--- src/hw/rtl/pvc_pkg.sv ---
// Shared types, constants and pipeline stage map for the panel current model.
package pvc_pkg;

    // Register indexes of the configuration port.
    localparam logic [1:0] CFG_EREF = 2'd0;
    localparam logic [1:0] CFG_TREF = 2'd1;
    localparam logic [1:0] CFG_IREF = 2'd2;

    // Reset values of the configuration registers.
    localparam logic [10:0]        EREF_RST = 11'd1000;
    localparam logic signed [11:0] TREF_RST = 12'sd400;
    localparam logic [16:0]        IREF_RST = 17'd32768;

    // Model constants in their fixed-point units.
    localparam logic [35:0] XNUM     = 36'd45579337480;
    localparam logic [13:0] KELVIN16 = 14'd4370;
    localparam logic [20:0] I0_Q     = 21'd1072213;
    localparam logic [30:0] MU_Q     = 31'd1755216382;
    localparam logic [37:0] ISH_Q    = 38'd156562264865;
    localparam logic signed [17:0] OUT_MAX = 18'sd131071;
    localparam logic signed [17:0] OUT_MIN = -18'sd131072;

    // Floor of 2^32 / n for the Taylor term divisors n = 2 .. 10.
    localparam logic [31:0] RECIP [9] = '{
        32'd2147483648, 32'd1431655765, 32'd1073741824, 32'd858993459,
        32'd715827882, 32'd613566756, 32'd536870912, 32'd477218588,
        32'd429496729
    };

    // Queue between front and back.
    localparam int QDEPTH = 4;
    localparam int QAW    = $clog2(QDEPTH);

    // Pipeline stage map of the back part.
    localparam int XQ_BITS  = 25;
    localparam int N_TERMS  = 9;
    localparam int TAY_BASE = XQ_BITS;
    localparam int ST_ID    = TAY_BASE + 3 * N_TERMS + 1;
    localparam int ST_MUL   = ST_ID + 1;
    localparam int ST_SUB   = ST_MUL + 1;
    localparam int ST_DVD   = ST_SUB + 1;
    localparam int FQ_BITS  = 30;
    localparam int ST_OUT   = ST_DVD + FQ_BITS + 1;
    localparam int NST      = ST_OUT + 1;

    // One classified item as it travels from front to back.
    typedef struct packed {
        logic [10:0]        e;
        logic [12:0]        tabs;
        logic signed [12:0] dt;
        logic [10:0]        eref;
    } item_t;

endpackage

--- src/hw/rtl/pvc_queue.sv ---
// Short queue of classified items between the front and the back part.
module pvc_queue
    import pvc_pkg::*;
(
    input  logic  clk,
    input  logic  rst_n,
    input  logic  push,
    input  item_t push_item,
    input  logic  pop,
    output logic  full,
    output logic  head_valid,
    output item_t head
);

    item_t          mem_reg [QDEPTH];
    logic [QAW-1:0] wr_reg;
    logic [QAW-1:0] rd_reg;
    logic [QAW:0]   count_reg;

    assign full       = (count_reg == (QAW+1)'(QDEPTH));
    assign head_valid = (count_reg != '0);
    assign head       = mem_reg[rd_reg];

    // Pointers and fill count.
    always_ff @(posedge clk or negedge rst_n)
    begin
        if (!rst_n)
        begin
            wr_reg    <= '0;
            rd_reg    <= '0;
            count_reg <= '0;
        end
        else
        begin
            if (push)
            begin
                wr_reg <= wr_reg + 1'b1;
            end
            if (pop)
            begin
                rd_reg <= rd_reg + 1'b1;
            end
            if (push && !pop)
            begin
                count_reg <= count_reg + 1'b1;
            end
            else if (pop && !push)
            begin
                count_reg <= count_reg - 1'b1;
            end
        end
    end

    // Entry storage.
    always_ff @(posedge clk)
    begin
        if (push)
        begin
            mem_reg[wr_reg] <= push_item;
        end
    end

endmodule

--- config.mk ---
export PLATFORM = sky130hd
export DESIGN_NAME = pvc_queue
export DESIGN_NICKNAME = d
export VERILOG_FILES = /design/src/hw/rtl/pvc_pkg.sv /design/src/hw/rtl/pvc_queue.sv
export SDC_FILE = /design/constraint.sdc
export NUM_CORES = 1
export LEC_CHECK = 0
export BUFFER_PORTS_ARGS = -buffer_cell sky130_fd_sc_hd__buf_2
export CAP_MARGIN = 10
export CORE_ASPECT_RATIO = 0.6
export CORE_MARGIN = 3
export CORE_UTILIZATION = 30
export DETAILED_ROUTE_END_ITERATION = 6
export PLACE_DENSITY_LB_ADDON = 0.12
export SETUP_SLACK_MARGIN = 0.3
export SYNTH_ARGS = -nofsm -noshare
export SYNTH_HDL_FRONTEND = slang
export SYNTH_SLANG_ARGS = --single-unit
--- constraint.sdc ---
create_clock -name clk -period 2.3 [get_ports clk]
set_input_delay 0.115 -clock clk [delete_from_list [all_inputs] [get_ports clk]]
set_output_delay 0.115 -clock clk [all_outputs]
set_load 0.02 [all_outputs]
==> impl_results.md, run 1 <==
* I/O pin count at 102
* CP cell instances: clkbuf_16 > mux4_2 > buf_2
* Final Skew at 0.006672 ns
* Area of the multi-input gates at 1287 um2
* Area Growth Syn to Fin at 28.46%
* Avg Inst Size Synth at roughly 26 um2
* Total GRT Usage at 11.58%
* Initial Utilization at 31.23%
* Vias in the first global route at 3783
* Slowest CP cell: mux4_2
* DR DRC count at 0
* Critical path class: register to output pin
* Setup TNS at 0 ns
* Max reg flops at 192
* Worst vdd ir at 0.5590 mV
* # setup viols final at 0
* CP Capture Type: output pin
* Die W at 208.4 um
* Reg-to-reg slack, setup at between 0.8 and 0.9 ns
* Max cap viols at 0
* Reg clk slew, reported paths at about 0.07 ns
* Unique masters post-synth at 19
* Synth Register Bits at a little under 200
* Worst-margin pin slew at ~0.43 ns
* Pwr dens at 1243 nW/um2
* Register area at 5946 um2
* Clk Latency, worst-skew pair at 0.42 ns
* First drt pass iteration count at 4
* Final nets at 519
* Most frequent cells in the layout: 192 x edfxtp_1, 101 x buf_2, 51 x dlygate4sd3_1, 48 x mux4_2, 18 x clkbuf_16
* Startpoint types: register
* CTS sink cnt at between 150 and 200
* Final core occ at ~40%
* Initial antenna violation count at 0
* Cells after Synth at 285
* Area of the core at 23620 um2
* CTS tree: built
* Port buffer count at around 100
* Critical Path RT at 2.18 ns
* Htree depth at 4
* Tmin final at around 2.0 ns
* Max Slew Vio Count at 0
* Synth Cell Area at around 7400 um2
* Die area at between 20000 and 30000 um2
* Max incr delay on CP at 0.53 ns
* WL per Instance at roughly 19 um
* Root buffer cell: clkbuf_16
* Leak at 0.003269 uW
* Worst Hold Class: primary input to asynchronous set/reset pin
* Routability congestion estimate at 0.6567
* First-pass GRT wire length at 22630 um
* Starting DRT DRC Count at 164
* WP data arrival at ~1.9 ns
* Post-DRT Antenna Nets at 0
* Final period util at 85.97%
* Run status: completed
* CP Max Fanout at 18
* GRT overflow at 0
* Largest net degree at the start of global routing at 37
* Share of cells above drive strength 1 at between 40% and 50%
* Final hold violation count at 0
* Die Ht at approximately 130 um
* DRT Wirelength at 14770 um
* Fmax at 505.8 MHz
* Vias per cell at 4.410
* Power, Total at 11780 uW
* Number of buffers created by CTS at 17
* Max-slew headroom at between 70% and 80%
* Postcts setup bufs at 0
* RSZ-0062 raised after global routing: true
* Vias at 3475
* Rows at 43
* Post-DP HPWL at around 8900 um
* Syn nets at 343
* Post-synthesis sequential area ratio at 80.53%
* FILL cells at between 2000 and 2500
* ANT cells at 0
* Hold Slack at 0.06401 ns
* Synth Warn # at 0
* Commonest non-fill, non-tap cell in the layout: edfxtp_1
* Clock tree buffer depth at 2
timing repair:
| item | CTS | global route |
|---|---|---|
| resized for setup | 2 | 2 |
| hold buffers | 51 | 0 |
| endpoints found under the setup margin | 48 | 48 |
| endpoints found under the hold margin | 202 | 0 |
| gates cloned | 0 | 1 |
per-layer routing:
layer | up-vias | track usage (%) | wire length (um)
met5 | - | 0 | 0
met4 | 0 | 2.970 | 112
met3 | 10 | 4.049 | 765
met2 | 74 | 18.26 | 6969
met1 | 1841 | 15.47 | 6919
li1 | 1550 | - | -
critical path: cells and delay by family, from the launching register on:
family,cells,cell delay [ns]
flops,1,0.47
mux,1,0.53
buf+inv,2,0.43
area by class of cell:
| cell class | count | share of cell area, % |
|---|---|---|
| multi-input combinational | 71 | 13.59 |
| inverter | 4 | 0.1584 |
| tap | 315 | 4.159 |
| clock inverter | 12 | 1.347 |
| clock buffer | 19 | 4.568 |
| sequential | 199 | 62.74 |
| timing repair buffer | 168 | 13.44 |
synthesized netlist by cell type:
master | number | share of area (%)
and2_1 | 4 | 0.34
buf_12 | 5 | 1.4
buf_2 | 4 | 0.27
buf_4 | 1 | 0.10
buf_6 | 1 | 0.15
dfrtp_1 | 7 | 2.4
edfxtp_1 | 192 | 78
fa_1 | 1 | 0.27
ha_1 | 5 | 0.85
inv_1 | 4 | 0.20
mux2_2 | 1 | 0.15
mux4_2 | 48 | 15
nand2_1 | 2 | 0.10
nor2_1 | 1 | 0.051
nor3b_1 | 1 | 0.10
o21ai_0 | 1 | 0.068
or3_1 | 1 | 0.085
xnor2_1 | 2 | 0.24
xor2_1 | 4 | 0.47
metrics by stage:
| step | worst slack [ns] | std cells | cell area (um2) |
|---|---|---|---|
| 5_1_grt | 0.2479 | 788 | 9477 |
| 3_3_place_gp | 0.6476 | 705 | 8361 |
| 3_5_place_dp | 0.6423 | 705 | 8361 |
| 4_1_cts | 0.1964 | 787 | 9443 |
| 6_report | 0.3227 | 788 | 9477 |
| 2_1_floorplan | 0.6404 | 285 | 7382 |
worst paths after layout:
path,from,depth (start not counted),endpoint
worst max-delay path,rd_reg[0],3,head[25]
worst min-delay path,rst_n,2,count_reg[1]
worst max register to register,wr_reg[0],4,mem_reg[2][32]
worst min register to register,count_reg[2],1,count_reg[2]
max in group asynchronous,rst_n,2,rd_reg[0]
min in group clk,push_item[26],2,mem_reg[3][26]
report_power, final:
group	internal [uW]	leakage, uW	switching, uW
combinational	1720	0.00115	2270
sequential	4750	0.00184	183
clock	1600	0.000270	1260
total	8060	0.00327	3710
cells by family (layout without fill, tap and decap cells):
family,Yosys count,after routing,synth area share (%)
flip-flops,199,199,80.53
multiplexers,49,49,14.81
buffers and inverters,15,203,2.086
AND/OR/NAND/NOR,9,9,0.6785
adder cells (fa/ha/maj),6,6,1.119
XOR/XNOR,6,6,0.7123
AO/OA/AOI/OAI,1,1,0.06778
No activity file was read; power rests on OpenSTA's default activity.
==> inputs of run 2 (changes only) <==
--- a/config.mk
+++ b/config.mk
@@ -12,6 +12,7 @@
 export CORE_UTILIZATION = 30
 export DETAILED_ROUTE_END_ITERATION = 6
 export PLACE_DENSITY_LB_ADDON = 0.12
+export RECOVER_POWER = 50
 export SETUP_SLACK_MARGIN = 0.3
 export SYNTH_ARGS = -nofsm -noshare
 export SYNTH_HDL_FRONTEND = slang
==> constraint.sdc (replaced) <==
create_clock -name clk -period 2.3 [get_ports clk]
set_input_delay 0.115 -clock clk [delete_from_list [all_inputs] [get_ports clk]]
set_output_delay 0.115 -clock clk [all_outputs]
set_load 0.1 [all_outputs]
==> run 2 against run 1 <==
Effect of this change:
- via count rose by 0.66%
- sequential share of layout area is 2.4 points lower
- fmax down 4.9%
- non-clock buffer count rose by 6
- setup slack worse by 0.10 ns
- design area up 4.1%
- first-iteration DRC count shrank 9.8%
- critical path depth rose by 1
- global-route usage increased by 0.64 points
- sequential cell count is the same
- utilization up 1.6 points
- critical endpoint is now head[30]
- highest routed layer unchanged
==> impl_results.md, run 2 (synthesis results as in run 1) <==
* Run status: completed
* Startpoint types: register
* Final hold violation count at 0
* Initial antenna violation count at 0
* Clk Latency, worst-skew pair at 0.43 ns
* DR DRC count at 0
* Share of cells above drive strength 1 at 32.29%
* Worst Hold Class: primary input to asynchronous set/reset pin
* Most frequent cells in the layout: 192 x edfxtp_1, 52 x clkbuf_1, 51 x dlygate4sd3_1, 48 x mux4_2, 34 x buf_6
* Largest net degree at the start of global routing at 36
* CP Capture Type: output pin
* Critical path class: register to output pin
* CP Max Fanout at 5
* Starting DRT DRC Count at around 150
* CP cell instances: buf_12 > buf_4 > mux4_2 > buf_4
* ANT cells at 0
* Fin cells at 795
* Reg clk slew, reported paths at around 0.070 ns
* Vias at 3498
* Final period util at roughly 90%
* Max cap viols at 0
* Area of the core at 23620 um2
* Critical Path RT at 2.18 ns
* Clock tree buffer depth at 2
* Die W at 208.4 um
* Total GRT Usage at roughly an eighth
* FILL cells at 2108
* Initial Utilization at 31.23%
* Max Slew Vio Count at 0
* Port buffer count at 101
* Tmin final at 2.079 ns
* Post-DP HPWL at 9312 um
* Top cell family by delay on the critical path: buffers and inverters
* WP data arrival at between 1.5 and 2 ns
* GRT overflow at 0
* Area of the multi-input gates at 1292 um2
* Design Area, Final at 9861 um2
* DRT Wirelength at around 15000 um
* I/O pin count at 102
* Area Growth Syn to Fin at 33.67%
* Final nets at between 500 and 600
* Fmax at 480.9 MHz
* Post-DRT Antenna Nets at 0
* Max-slew headroom at 31.69%
* Most used cell, CP: buf_4
* Buf+Inv Stages, Crit Path at 3
* Vias per cell at approximately 4.4
* Max incr delay on CP at approximately 0.52 ns
* Worst path depth at 4
* First-pass GRT wire length at 23600 um
* Slowest CP cell: dfrtp_4
* Critical R2R Launch: wr_reg[0]
* Worst-margin pin slew at 1.025 ns
* Placed cell area at 8313 um2
* Max reg flops at 192
* First drt pass iteration count at 4
* Htree depth at 4
* RSZ-0062 raised after global routing: true
* Inst Count DP at 703
* Worst setup path start: rd_reg[0]
* Register area at 5946 um2
* Final Skew at 0.005825 ns
* Number of buffers created by CTS at 17
* Die Ht at 127.5 um
* Routability congestion estimate at 0.6568
* Commonest non-fill, non-tap cell in the layout: edfxtp_1
* # setup viols final at 0
* Setup TNS at 0 ns
* WL per Instance at 19.27 um
* Root buffer cell: clkbuf_16
* CTS tree: built
* Cell depth of the worst flop-to-flop path at 4
* Rows at 43
* CTS sink cnt at between 150 and 200
* Die area at 26570 um2
* Vias in the first global route at around 3800
## run 2: final timing paths
path	to	slack [ns]
worst min register to register	count_reg[2]	0.48
worst min-delay path	count_reg[2]	0.15
worst max-delay path	head[30]	0.22
max in group asynchronous	rd_reg[0]	1.80
min in group clk	rd_reg[0]	0.45
worst max register to register	mem_reg[2][9]	0.35
## run 2: per-layer routing
metal | share of wire [%] | wire, um | GRT usage, %
met1 | 48 | 7341 | 17.30
met2 | 46 | 7053 | 17.99
met3 | 4.8 | 730 | 3.804
met4 | 1.3 | 194 | 4.158
met5 | 0 | 0 | 0
## run 2: what timing repair did
action / 4_1_cts / 5_1_grt
gates resized for setup: 96 / 26
pin swaps: 0 / 0
buffers inserted: 5 / 2
hold buffers: 51 / 0
gates cloned: 2 / 0
hold endpoints to repair: 202 / 0
endpoints found under the setup margin: 48 / 47
## run 2: layout make-up
cell class,count,share of cell area [%]
Sequential cell,199,60.30
Timing Repair Buffer,174,16.52
Multi-Input combinational cell,71,13.11
Clock buffer,19,4.390
Tap cell,315,3.997
Clock inverter,13,1.535
Inverter,4,0.1523
## run 2: metrics by stage
| stage | util [%] | hold slack [ns] | setup WS (ns) |
|---|---|---|---|
| floorplan | - | -0.1806 | 0.5237 |
| global placement | 35.20 | -0.03057 | 0.4327 |
| detailed placement | 35.20 | -0.02798 | 0.4290 |
| CTS | 41.55 | 0.02424 | 0.1916 |
| global route | 41.75 | 0.1630 | 0.1512 |
| finish | 41.75 | 0.1455 | 0.2206 |
## run 2: worst register-to-register path: stages (launching register included)
cell and delay [ns]:
dfrtp_1 0.42, inv_1 0.10, ha_1 0.13, and2_2 0.13
clkbuf_2 0.77
Power of run 2 is not shown: default switching activity piles up to over one toggle a cycle in this logic, so the estimate is an artifact.
==> inputs of run 3 (changes only) <==
--- a/config.mk
+++ b/config.mk
@@ -8,7 +8,7 @@
 export BUFFER_PORTS_ARGS = -buffer_cell sky130_fd_sc_hd__buf_2
 export CAP_MARGIN = 10
 export CORE_ASPECT_RATIO = 0.6
-export CORE_MARGIN = 3
+export CORE_MARGIN = 2
 export CORE_UTILIZATION = 30
 export DETAILED_ROUTE_END_ITERATION = 6
 export PLACE_DENSITY_LB_ADDON = 0.12
==> run 3 against run 2 <==
Effect of this change:
- fmax increased by 0.54%
- critical path depth decreased by 1
- die area decreased by 2.5%
- clock skew increased by 0.00098 ns
- highest routed layer unchanged
==> impl_results.md, run 3 (synthesis results as in run 1) <==
* Area Growth Syn to Fin at 29.36%
* Critical path class: register to output pin
* Met1 usage in global routing at 15.87%
* Initial Utilization at 30.52%
* GR peak layer: met2
* Post-DP HPWL at 8981 um
* Root buffer cell: clkbuf_16
* Starting DRT DRC Count at 148
* RSZ-0062 raised after global routing: true
* Top cell family by delay on the critical path: multiplexers
* Final hold violation count at 0
* Critical Path RT at 2.18 ns
* Post-DRT Antenna Nets at 0
* Initial antenna violation count at 0
* Worst Hold Class: primary input to asynchronous set/reset pin
* Number of buffers created by CTS at 17
* ANT cells at 0
* Routability congestion estimate at 0.6957
* Max cap viols at 0
* FILL cells at 2168
* WP data arrival at roughly 2.0 ns
* Largest net degree at the start of global routing at 31
* GRT overflow at 0
* Buf+Inv Stages, Crit Path at 2
* CP Max Fanout at 15
* Most frequent cells in the layout: 192 x edfxtp_1, 53 x clkbuf_1, 51 x dlygate4sd3_1, 48 x mux4_2, 36 x buf_4
* Run status: completed
* Die Ht at 125.5 um
* Port buffer count at ~100
* Htree depth at 4
* Die area at around 26000 um2
* First drt pass iteration count at 4
* I/O pin count at 102
* DR DRC count at 0
* Max reg flops at about 190
* Vias per cell at 4.336
* Final core occ at 39.49%
* Slowest CP cell: mux4_2
* Area of the core at 24170 um2
* Max-slew headroom at 52.71%
* # setup viols final at 0
* Clock tree buffer depth at 2
* Share of cells above drive strength 1 at 31.79%
* CP cell instances: buf_12 > mux4_2 > buf_4
* Final nets at 520
* Startpoint types: register
* CTS tree: built
* Total GRT Usage at 12.29%
* M3 GR Usage at 4.692%
* Tmin final at 2.068 ns
* WL per Instance at 18.75 um
* CTS sink cnt at about 200
* Setup TNS at 0 ns
* Worst-margin pin slew at 0.7094 ns
* Commonest non-fill, non-tap cell in the layout: edfxtp_1
* First-pass GRT wire length at 22360 um
* CP Capture Type: output pin
* Final Skew at ~0.007 ns
* Met2 usage at between 10% and 20%
* Clk Latency, worst-skew pair at 0.43 ns
* Max Slew Vio Count at 0
* Max incr delay on CP at 0.55 ns
* Vias in the first global route at 3686
* Vias at 3456
* Final period util at 89.93%
* Fmax at ~480 MHz
* Reg clk slew, reported paths at 0.07 ns
* DRT Wirelength at 14940 um
* Die W at 206.4 um
* Rows at 44
==> run 3: cell count changes in the layout (fill, tap and decap cells not counted), sizes merged <==
cell,before,now
clkbuf,71,72
inv,7,6
clkinvlp,2,3
bufinv,3,2
bufbuf,1,0
buf,70,66
==> run 3: area by class of cell <==
| cell class | instances | area [um2] | area share [%] |
|---|---|---|---|
| clock buffer | 20 | 436.7 | 4.576 |
| clock inverter | 12 | 126.4 | 1.324 |
| inverter | 4 | 15.01 | 0.1573 |
| multi-input combinational | 71 | 1292 | 13.54 |
| sequential | 199 | 5946 | 62.30 |
| tap | 322 | 402.9 | 4.222 |
| timing repair buffer | 169 | 1324 | 13.87 |
==> run 3: worst register-to-register path, stage by stage (launching register included) <==
cell and delay [ns]:
dfrtp_1 0.40, inv_1 0.10, ha_1 0.14, and2_2 0.14
clkbuf_2 0.56
==> run 3: final timing paths <==
path,slack [ns],start,to,depth (start not counted)
worst min-delay path,0.12,rst_n,rd_reg[0],2
worst max-delay path,0.23,rd_reg[0],head[17],3
min in group clk,0.45,pop,rd_reg[0],3
worst min register to register,0.50,count_reg[2],count_reg[2],1
worst max register to register,0.59,wr_reg[1],mem_reg[1][1],4
max in group asynchronous,1.85,rst_n,rd_reg[0],2
==> run 3: layer usage <==
metal	wire, um	vias to the layer above
met3	824	12
met2	7112	73
li1	-	1559
met5	0	-
met4	123	0
met1	6880	1812
==> run 3: timing repair <==
action | in CTS | in global routing
resized for setup | 69 | 3
setup buffers | 3 | 1
hold buffers | 51 | 0
endpoints found under the setup margin | 48 | 48
hold endpoints to repair | 202 | 0
==> run 3: through the flow <==
step                area, um2  hold WS (ns)  setup slack (ns)  cells
finish                   9543        0.1223            0.2317    797
floorplan                7387       -0.1806            0.5237    285
CTS                      9592       0.03583            0.1868    796
global placement         8297      -0.02902            0.4497    710
global route             9543        0.1405            0.1578    797
detailed placement       8297      -0.03306            0.4583    710
Power of run 3 is left out for the same reason.
