**src/hw/rtl/pvc_pkg.sv**
```systemverilog
// Shared types, constants and pipeline stage map for the panel current model.
package pvc_pkg;

    // Register indexes of the configuration port.
    localparam logic [1:0] CFG_EREF = 2'd0;
    localparam logic [1:0] CFG_TREF = 2'd1;
    localparam logic [1:0] CFG_IREF = 2'd2;

    // Reset values of the configuration registers.
    localparam logic [10:0]        EREF_RST = 11'd1000;
    localparam logic signed [11:0] TREF_RST = 12'sd400;
    localparam logic [16:0]        IREF_RST = 17'd32768;

    // Model constants in their fixed-point units.
    localparam logic [35:0] XNUM     = 36'd45579337480;
    localparam logic [13:0] KELVIN16 = 14'd4370;
    localparam logic [20:0] I0_Q     = 21'd1072213;
    localparam logic [30:0] MU_Q     = 31'd1755216382;
    localparam logic [37:0] ISH_Q    = 38'd156562264865;
    localparam logic signed [17:0] OUT_MAX = 18'sd131071;
    localparam logic signed [17:0] OUT_MIN = -18'sd131072;

    // Floor of 2^32 / n for the Taylor term divisors n = 2 .. 10.
    localparam logic [31:0] RECIP [9] = '{
        32'd2147483648, 32'd1431655765, 32'd1073741824, 32'd858993459,
        32'd715827882, 32'd613566756, 32'd536870912, 32'd477218588,
        32'd429496729
    };

    // Queue between front and back.
    localparam int QDEPTH = 4;
    localparam int QAW    = $clog2(QDEPTH);

    // Pipeline stage map of the back part.
    localparam int XQ_BITS  = 25;
    localparam int N_TERMS  = 9;
    localparam int TAY_BASE = XQ_BITS;
    localparam int ST_ID    = TAY_BASE + 3 * N_TERMS + 1;
    localparam int ST_MUL   = ST_ID + 1;
    localparam int ST_SUB   = ST_MUL + 1;
    localparam int ST_DVD   = ST_SUB + 1;
    localparam int FQ_BITS  = 30;
    localparam int ST_OUT   = ST_DVD + FQ_BITS + 1;
    localparam int NST      = ST_OUT + 1;

    // One classified item as it travels from front to back.
    typedef struct packed {
        logic [10:0]        e;
        logic [12:0]        tabs;
        logic signed [12:0] dt;
        logic [10:0]        eref;
    } item_t;

endpackage

```
**src/hw/rtl/pvc_front.sv**
```systemverilog
// Front part: configuration registers and classification of incoming items.
module pvc_front
    import pvc_pkg::*;
(
    input  logic               clk,
    input  logic               rst_n,
    input  logic               cfg_valid,
    output logic               cfg_ready,
    input  logic [1:0]         cfg_index,
    input  logic [16:0]        cfg_data,
    input  logic               in_valid,
    output logic               in_stall,
    input  logic [10:0]        irradiance,
    input  logic signed [11:0] temperature,
    input  logic               q_full,
    output logic               push,
    output item_t              item,
    output logic [16:0]        ref_current
);

    logic [10:0]        eref_reg;
    logic signed [11:0] tref_reg;
    logic [16:0]        iref_reg;
    logic signed [13:0] tk;

    // Configuration writes are always taken.
    assign cfg_ready = 1'b1;

    always_ff @(posedge clk or negedge rst_n)
    begin
        if (!rst_n)
        begin
            eref_reg <= EREF_RST;
            tref_reg <= TREF_RST;
            iref_reg <= IREF_RST;
        end
        else if (cfg_valid)
        begin
            case (cfg_index)
                CFG_EREF: eref_reg <= cfg_data[10:0];
                CFG_TREF: tref_reg <= $signed(cfg_data[11:0]);
                CFG_IREF: iref_reg <= cfg_data;
                default:  ;
            endcase
        end
    end

    assign ref_current = iref_reg;

    // A transaction is taken whenever the queue has room.
    assign in_stall = q_full;
    assign push     = in_valid && !q_full;

    // Classification: absolute temperature, temperature offset, guarded reference.
    assign tk        = 14'(temperature) + $signed(KELVIN16);
    assign item.e    = irradiance;
    assign item.tabs = tk[12:0];
    assign item.dt   = 13'(temperature) - 13'(tref_reg);
    assign item.eref = (eref_reg == 11'd0) ? 11'd1 : eref_reg;

endmodule

```
**config.mk**
```make
export PLATFORM = sky130hd
export DESIGN_NAME = pvc_front
export DESIGN_NICKNAME = d
export VERILOG_FILES = /design/src/hw/rtl/pvc_pkg.sv /design/src/hw/rtl/pvc_front.sv
export SDC_FILE = /design/constraint.sdc
export NUM_CORES = 1
export LEC_CHECK = 0
export ABC_AREA = 1
export ABC_CLOCK_PERIOD_IN_PS = 1500
export BUFFER_PORTS_ARGS = -buffer_cell sky130_fd_sc_hd__buf_2
export CAP_MARGIN = 20
export CORE_MARGIN = 8
export CORE_UTILIZATION = 44
export CTS_CLUSTER_DIAMETER = 50
export DETAILED_ROUTE_END_ITERATION = 12
export PLACE_DENSITY_LB_ADDON = 0.1
export RECOVER_POWER = 100
export SYNTH_ARGS = -nofsm -noshare
export SYNTH_HDL_FRONTEND = slang
export SYNTH_SLANG_ARGS = --single-unit
```
**constraint.sdc**
```tcl
create_clock -name clk -period 1.5 [get_ports clk]
set_input_delay 0.15 -clock clk [delete_from_list [all_inputs] [get_ports clk]]
set_output_delay 0.15 -clock clk [all_outputs]
set_load 0.02 [all_outputs]
```
==> results_dict.tcl, run 1 <==
set metrics [dict create \
    status "finished with violations" \
    violations "negative setup slack" \
    clkLatencyLatePin_ns 0.29 \
    setup_viol 12 \
    grt_pass1_wl_um 12000 \
    synth-main-ff-cell "dfrtp_1" \
    yosys.area.top_type "dfrtp_1" \
    vdd.ir_drop.worst_v 0.000782 \
    antennaDiodeCount 0 \
    place.gp.congestion 0.825 \
    r2r-start "eref_reg[6]" \
    finalMaxSlewViolations 0 \
    cts_root_buffer "clkbuf_8" \
    ys_seq_area_frac 0.375 \
    crit_arrival_ns 1.90 \
    viasPerCell 4.64 \
    cts_tree "built" \
    setup_ws_ns -0.552 \
    fp-row-count 28 \
    clkTransAtPathRegs_ns 0.08 \
    crit_path_end "item[17]" \
    crit_required_ns 1.35 \
    powerDensity_nw_per_um2 1200 \
    wire_per_inst_um 12.8 \
    synthXorXnorAreaFrac 0.0357 \
    relSlewSlack 0.366 \
    cp_max_fo 4 \
    grt_pass1_vias 2656 \
    die_w_um 94.4 \
    rr_endpoint "eref_reg[6]" \
    area_growth_pct 40.0 \
    yosysMostFrequentCell "nand2_1" \
    drc 0 \
    die-area_um2 8900 \
    final-hold-violation-count 0 \
    p_leak_uw 0.00199 \
    min_period_over_period 1.37 \
    pin_count 115 \
    cp-start-kind "register" \
    yosys_register_bits 40 \
    async_flop_share 1.00 \
    synth_common_cells "122 x nand2_1, 67 x inv_1, 33 x o21ai_0" \
    max_freq_mhz 487 \
    synth-adder-area-share 0.0676 \
    cts-htree-levels 2 \
    ys_warn_count 0 \
    hp-class "in -> reg" \
    synth_edf_count 0 \
    tightestPinTransition_ns 0.950 \
    grt_antenna_before_repair 0 \
    maxCapViolCount 0 \
    synth-simple-area-share 0.252 \
    grt_start_max_net_pins 25 \
    synth_nets 437 \
    drt_iter0_drc 101 \
    totalPowerFinal_uw 4550 \
    drt_wl_total_um 7090 \
    dp_hpwl_um 5700 \
    synth_top_family_by_area "simple AND/OR/NAND/NOR gates" \
    synthDistinctLibCells 26 \
    synth-compound-area-share 0.0787 \
    layout-drive-gt1-share 0.353 \
    final.min_clock_period_ns 2.05 \
    yosys-top-cells-area "dfrtp_1 28%, nand2_1 17%, dfstp_2 9.7%, inv_1 9.3%, o21ai_0 6.1%" \
    worstRegToRegCells 2 \
    core_area_um2 5920 \
    start_util 0.456 \
    fin_nets 539 \
    crit_type "reg -> out" \
    avgSynthCellArea_um2 7.18 \
    crit_path_end_kind "primary output" \
    cts_sinks 40 \
    syn_inst 376 \
    numCtsBuffers 5 \
    crit_path_start "tref_reg[0]" \
    die_y_um 94.4 \
    via_count 2573 \
    numPortBuffers 91 \
    drt.antenna.violating_nets 0 \
    r2r_slack_ns 0.69 \
    overflow 0 \
    place_ws_ns -0.277 \
    syn_area_um2 2700 \
    synthMuxAreaShare 0.0278 \
    clock_path_buffers 2 \
    postPlaceCellArea_um2 3410 \
    place_inst 541 \
    fin_area_um2 3780 \
    grt.total_usage 0.165 \
    rsz0062_at_grt "true" \
    largest_reg_flops 17 \
    synth_top_area_share 0.278 \
    min_path_cells 2 \
    fin_cells 554 \
    clock_skew_ns 0 \
    first_pass_iters 4 \
]
-- kinds of logic after synthesis --
kind of cell | Yosys count
simple gates | 166
buf+inv | 98
flops | 40
xor+xnor | 11
other cells | 1
compound gates | 41
mux | 5
fa+ha+maj | 14
-- worst max-delay path: stages (launching register included) --
cell and delay (ns):
dfrtp_1 0.39, ha_2 0.19, fa_2 0.36, inv_2 0.07, nand3_2 0.08, nand3_4 0.12, nand2_4 0.06, nand2_4 0.07
xor2_4 0.15, buf_6 0.13
-- final cells by class --
class | count | area, um^2
Inverter | 67 | 254
Multi-Input combinational cell | 238 | 1540
Clock buffer | 6 | 82.6
Tap cell | 75 | 93.8
Sequential cell | 40 | 1010
Timing Repair Buffer | 126 | 758
Fill cell | 541 | 2140
Clock inverter | 2 | 38.8
-- power breakdown --
group          internal [uW]  switching (uW)
sequential              1290             122
combinational            954            1270
clock                    544             368
-- cells in the final DEF, fill, tap and decap left out, drive strengths merged, types with 9 or more instances in the layout --
cell,instances
xor2,9
inv,67
o21ai,36
dfrtp,30
buf,83
nor2,12
ha,13
nand3,19
nand2,124
clkbuf,48
dfstp,10
-- worst min-delay path by stage --
| stage | startpoint | to | slack (ns) |
|---|---|---|---|
| floorplan | rst_n | eref_reg[0] | -0.15 |
| global placement | rst_n | eref_reg[2] | 0.12 |
| detailed placement | rst_n | eref_reg[2] | 0.12 |
| CTS | cfg_data[16] | ref_current[16] | 0.08 |
| global route | cfg_data[13] | ref_current[13] | 0.07 |
| finish | cfg_data[13] | ref_current[13] | 0.07 |
-- per-stage QoR --
stage / utilization / hold WS, ns / TNS [ns]
2_1_floorplan: - / -0.146 / -0.350
3_3_place_gp: 0.577 / 0.120 / -1.87
3_5_place_dp: 0.577 / 0.116 / -1.99
4_1_cts: 0.635 / 0.0765 / -5.29
5_1_grt: 0.639 / 0.0676 / -9.02
6_report: 0.639 / 0.0729 / -5.22
-- metal layers --
metal	routed length, um	part of all wire	GRT usage	vias up
met5	0	0	0	-
met4	131	0.018	0.0581	0
met3	687	0.097	0.0444	12
met2	3240	0.46	0.275	84
met1	3020	0.43	0.201	1139
li1	-	-	-	1338
-- repair_timing --
item,CTS,global route
resized for setup,55,29
endpoints found under the setup margin,13,15
hold buffers,1,0
buffers inserted,1,5
hold endpoints to repair,14,0
pin swaps,13,21
(Power assumes the default switching activity.)
==> inputs of run 2 (changes only) <==
- ABC_CLOCK_PERIOD_IN_PS: 1500 -> 2100
- CORE_MARGIN: 8 -> default
- CORE_UTILIZATION: 44 -> 46
- clock period: 1.5 -> 2.1 ns (I/O delays scaled with it)
==> run 2 against run 1 <==
  * The flow finishes with violations (max-capacitance violations, max-slew violations)
  * Sequential power down 29%
  * Die area down 31%
  * Global-route usage up 3.1 points
  * Flip-flop and latch count unchanged
  * Routed wire length down 16%
  * Utilization down 5.0 points
  * Clock power down 34%
  * Cell area down 13%
  * Combinational power down 44%
  * Sequential share of layout area up 4.1 points
  * Via count down 5.0%
  * Critical path depth unchanged
  * Critical path type unchanged
==> results_dict.tcl, run 2 (synthesis gave the netlist of run 1 again) <==
set metrics [dict create \
    die_w_um 78.6 \
    min_period_over_period 0.998 \
    crit_required_ns 1.89 \
    fin_cells 525 \
    drt.antenna.violating_nets 0 \
    finalCoreUtilization 0.588 \
    setup_viol 0 \
    maxCapViolCount 1 \
    worstRegToRegCells 3 \
    place.gp.congestion 0.874 \
    overflow 0 \
    start_util 0.485 \
    viasPerCell 4.66 \
    cpMaxStageDelayCell "dfrtp_1" \
    wire_per_inst_um 11.4 \
    drt_wl_total_um 5990 \
    tightestPinTransition_ns 2.01 \
    area_growth_pct 21.4 \
    grt_use_met3 0.0291 \
    final_common_cell "nand2_1" \
    vdd.ir_drop.worst_v 0.000479 \
    clock_skew_ns 0 \
    cp-start-kind "register" \
    first_pass_iters 4 \
    cts_tree "built" \
    switching_share 0.392 \
    clkTransAtPathRegs_ns 0.08 \
    r2r_slack_ns 1.26 \
    crit_path_end_kind "primary output" \
    grtUsageMet2 0.314 \
    grt_pass1_wl_um 9550 \
    grt.total_usage 0.197 \
    max_freq_mhz 477 \
    status "finished with violations" \
    relSlewSlack -0.339 \
    path_buf_inv 2 \
    clkLatencyLatePin_ns 0.29 \
    r2r-start "tref_reg[1]" \
    worst-path-stages 9 \
    power.internal_uw 1730 \
    violations "max-capacitance violations, max-slew violations" \
    crit_type "reg -> out" \
    cts_sinks 40 \
    hold_end "ref_current[14]" \
    cts_root_buffer "clkbuf_8" \
    p_comb_frac 0.436 \
    numPortBuffers 91 \
    dp_hpwl_um 4560 \
    final-hold-violation-count 0 \
    cp_max_fo 4 \
    hp-class "in -> reg" \
    clkPwrFrac 0.212 \
    crit_chain "ha_2, fa_2, inv_2, nand3_2, nand3_4, nand2_1, nand2_1, xor2_1, buf_4" \
    pin_count 115 \
    clock_path_buffers 2 \
    final.min_clock_period_ns 2.10 \
    grt_start_max_net_pins 41 \
    antennaDiodeCount 0 \
    fillers 574 \
    p_leak_uw 0.00177 \
    largest_reg_flops 17 \
    min_from "cfg_data[14]" \
    drc 0 \
    grt_pass1_vias 2073 \
    switchingPower_uw 1120 \
    crit_arrival_ns 1.89 \
    place_inst 511 \
    path_common_cell "nand2_1" \
    rr_endpoint "tref_reg[1]" \
    layout-drive-gt1-share 0.212 \
    finalMaxSlewViolations 41 \
    powerDensity_nw_per_um2 868 \
    crit_family "adder cells" \
    crit_path_max_incr_delay_ns 0.39 \
    drt_iter0_drc 56 \
    power_frac_seq 0.352 \
    setup_ws_ns 0.00440 \
    numCtsBuffers 5 \
    core_area_um2 5570 \
    die-area_um2 6180 \
    met1_usage 0.272 \
    fin_nets 513 \
    die_y_um 78.6 \
    min_path_cells 2 \
    grt_antenna_before_repair 0 \
    top_usage_layer "met2" \
    hold_buffers 0 \
    fp-row-count 27 \
    via_count 2445 \
    rsz0062_at_grt "true" \
    cts-htree-levels 2 \
    place_ws_ns 0.120 \
    final_cell_mix "119 x nand2_1, 59 x inv_1, 49 x clkbuf_1, 37 x buf_2, 36 x o21ai_0" \
]
-- run 2: cell count changes in the layout (fill, tap and decap cells not counted), moves of 6 or more --
| cell | previous run | this run |
|---|---|---|
| nand2_2 | 22 | 5 |
| inv_2 | 14 | 8 |
| buf_6 | 13 | 3 |
| nand2_1 | 98 | 119 |
| buf_4 | 35 | 12 |
| clkbuf_1 | 39 | 49 |
| inv_1 | 52 | 59 |
-- run 2: layer usage --
metal	share of wire	vias to the layer above
met4	0.013	0
met1	0.47	1084
met5	0	-
met2	0.47	72
li1	-	1283
met3	0.047	6
-- run 2: worst max path at each step --
stage,to,startpoint,slack (ns)
final,item[17],tref_reg[0],0.004
after global routing,item[17],tref_reg[0],-0.11
after CTS,item[17],tref_reg[0],-0.007
after detailed placement,item[17],tref_reg[0],0.12
after global placement,item[17],tref_reg[0],0.19
after floorplan,item[17],tref_reg[0],0.19
-- run 2: power by group through the flow --
stage	clock network, uW	logic (uW)	registers, uW
after floorplan	0	772	1060
after global placement	0	1130	1010
after detailed placement	0	1150	1010
after CTS	616	1200	999
after global routing	645	1380	1020
final	603	1240	1000
-- run 2: layout make-up --
cell class	instances	area (um^2)	area share
Timing Repair Buffer	100	489	0.149
Clock inverter	2	35.0	0.0107
Inverter	67	251	0.0767
Sequential cell	40	1010	0.309
Multi-Input combinational cell	238	1330	0.405
Tap cell	72	90.1	0.0275
Clock buffer	6	72.6	0.0221
-- run 2: what timing repair did --
action	in CTS	in global routing
hold endpoints to repair	0	0
buffers inserted	1	5
endpoints found under the setup margin	9	9
pin swaps	0	6
gates resized for setup	11	27
-- run 2: worst reg2reg max path: cells and delay by family, from the launching register on --
family	cells	cell delay, ns
DFF	1	0.42
buffers and inverters	1	0.14
AOI/OAI and AO/OA	1	0.08
and+or+nand+nor	1	0.05
-- run 2: through the flow --
stage	power, uW	TNS, ns	hold WS (ns)	cell area, um^2
global route	3040	-0.803	0.136	3280
detailed placement	2160	0	0.365	3080
floorplan	1840	0	-0.0856	2700
global placement	2140	0	0.374	3080
finish	2850	0	0.138	3280
CTS	2810	-0.00727	0.0497	3260
==> inputs of run 3 (changes only) <==
- BUFFER_PORTS_ARGS: -buffer_cell sky130_fd_sc_hd__buf_2 -> default
- DONT_BUFFER_PORTS: default -> 1
==> run 3 against run 2 <==
  * The flow finishes with violations (negative setup slack)
  * Via count fell by 12%
  * Clock skew did not move
  * First-iteration DRC count rose by 29%
  * Critical path depth did not move
  * Worst setup slack got worse by 0.014 ns
  * Sequential share of layout area rose by 4.3 points
  * Clock-buffer cell count rose by 2
  * Clock power fell by 15%
  * Die area did not move
==> results_dict.tcl, run 3 (synthesis gave the netlist of run 1 again) <==
set metrics [dict create \
    status "finished with violations" \
    violations "negative setup slack" \
    maxCapViolCount 0 \
    layout-drive-gt1-share 0.136 \
    grt_pass1_vias 1980 \
    start_util 0.485 \
    cts-htree-levels 2 \
    grt_pass1_wl_um 9180 \
    drt.antenna.violating_nets 0 \
    area_growth_pct 6.72 \
    die_y_um 78.6 \
    wire_per_inst_um 12.9 \
    crit_chain "ha_2, fa_2, inv_2, nand3_2, nand3_4, nand2_2, nand2_2, xor2_1, buf_4" \
    crit_path_max_incr_delay_ns 0.38 \
    grt.total_usage 0.189 \
    viasPerCell 4.89 \
    first_pass_iters 4 \
    hold_ws_ns 0.0535 \
    drt_wl_total_um 5660 \
    core_area_um2 5570 \
    cp-start-kind "register" \
    cts_sinks 40 \
    pin_count 115 \
    final_cell_mix "112 x nand2_1, 62 x inv_1, 36 x o21ai_0, 30 x dfrtp_1, 14 x nand3_1" \
    top_layer "met4" \
    overflow 0 \
    dp_hpwl_um 4320 \
    met1_length_um 2550 \
    regArea_um2 1010 \
    cpMaxStageDelayCell "dfrtp_1" \
    crit_type "reg -> out" \
    die-area_um2 6180 \
    relSlewSlack 0.360 \
    drt_iter0_drc 72 \
    crit_required_ns 1.89 \
    rsz0062_at_grt "true" \
    path_common_cell "nand2_2" \
    cts_tree "built" \
    clkTransAtPathRegs_ns 0.07 \
    min_period_over_period 1.00 \
    met2_length_um 2690 \
    numPortBuffers 0 \
    die_w_um 78.6 \
    place.gp.congestion 0.832 \
    largest_reg_flops 17 \
    crit_family "adder cells" \
    setup_viol 1 \
    fillers 586 \
    drc 0 \
    final_common_cell "nand2_1" \
    crit_arrival_ns 1.90 \
    clock_skew_ns 0 \
    hp-class "in -> reg" \
    path_buf_inv 2 \
    tightestPinTransition_ns 0.960 \
    final.min_clock_period_ns 2.11 \
    totalPowerFinal_uw 2570 \
    cp_max_fo 4 \
    grt_start_max_net_pins 41 \
    numCtsBuffers 5 \
    max_freq_mhz 474 \
    grt_antenna_before_repair 0 \
    fp-row-count 27 \
    wl_met3_um 355 \
    fin_nets 427 \
    p_leak_uw 0.00155 \
    clkLatencyLatePin_ns 0.28 \
    final-hold-violation-count 0 \
    vdd.ir_drop.worst_v 0.000537 \
    crit_path_end_kind "primary output" \
    multi_input_area_um2 1330 \
    clock_path_buffers 2 \
    via_count 2147 \
    cts_root_buffer "clkbuf_8" \
    powerDensity_nw_per_um2 891 \
    setup_ws_ns -0.0101 \
    antennaDiodeCount 0 \
    finalMaxSlewViolations 0 \
]
## run 3: worst paths after layout
kind,from,to,slack [ns],depth (start not counted)
worst min register to register,tref_reg[3],tref_reg[3],0.49,2
worst min-delay path,cfg_data[12],ref_current[12],0.05,1
min in group asynchronous,rst_n,ref_current[14],0.60,2
worst max register to register,eref_reg[5],eref_reg[5],1.16,2
max in group asynchronous,rst_n,ref_current[5],0.91,2
worst max-delay path,tref_reg[0],item[17],-0.01,9
## run 3: worst register-to-register path: stages (launching register included)
cell	delay, ns
dfstp_1	0.67
nand2_1	0.08
o21ai_0	0.10
## run 3: area by class of cell
| cell class | count | area share |
|---|---|---|
| multi-input combinational | 238 | 0.462 |
| sequential | 40 | 0.352 |
| inverter | 67 | 0.0872 |
| timing repair buffer | 14 | 0.0365 |
| clock buffer | 8 | 0.0313 |
| tap | 72 | 0.0313 |
## run 3: power breakdown
| part | switching [uW] | internal [uW] | total [uW] |
|---|---|---|---|
| registers | 201 | 912 | 1110 |
| clock network | 243 | 268 | 511 |
| logic | 601 | 343 | 944 |
| total | 1050 | 1520 | 2570 |
## run 3: timing repair
action,CTS,global route
pin swaps,0,6
setup buffers,2,4
endpoints found under the hold margin,40,0
endpoints found under the setup margin,8,9
gates resized for setup,11,22
hold buffers,2,0
## run 3: routing by layer
metal  vias to the layer above  global-route usage
li1                       1113                   -
met1                       954               0.242
met2                        74               0.312
met3                         6              0.0465
met4                         0              0.0593
met5                         -                   0
## run 3: through the flow
step                worst slack, ns  TNS, ns   util  cells  cell area (um^2)
detailed placement            0.142        0  0.475    423              2650
finish                      -0.0101  -0.0101  0.517    439              2880
global route                -0.0966   -0.247  0.517    439              2880
floorplan                     0.191        0      -    376              2700
global placement              0.196        0  0.475    423              2650
CTS                         -0.0142  -0.0142  0.508    435              2830
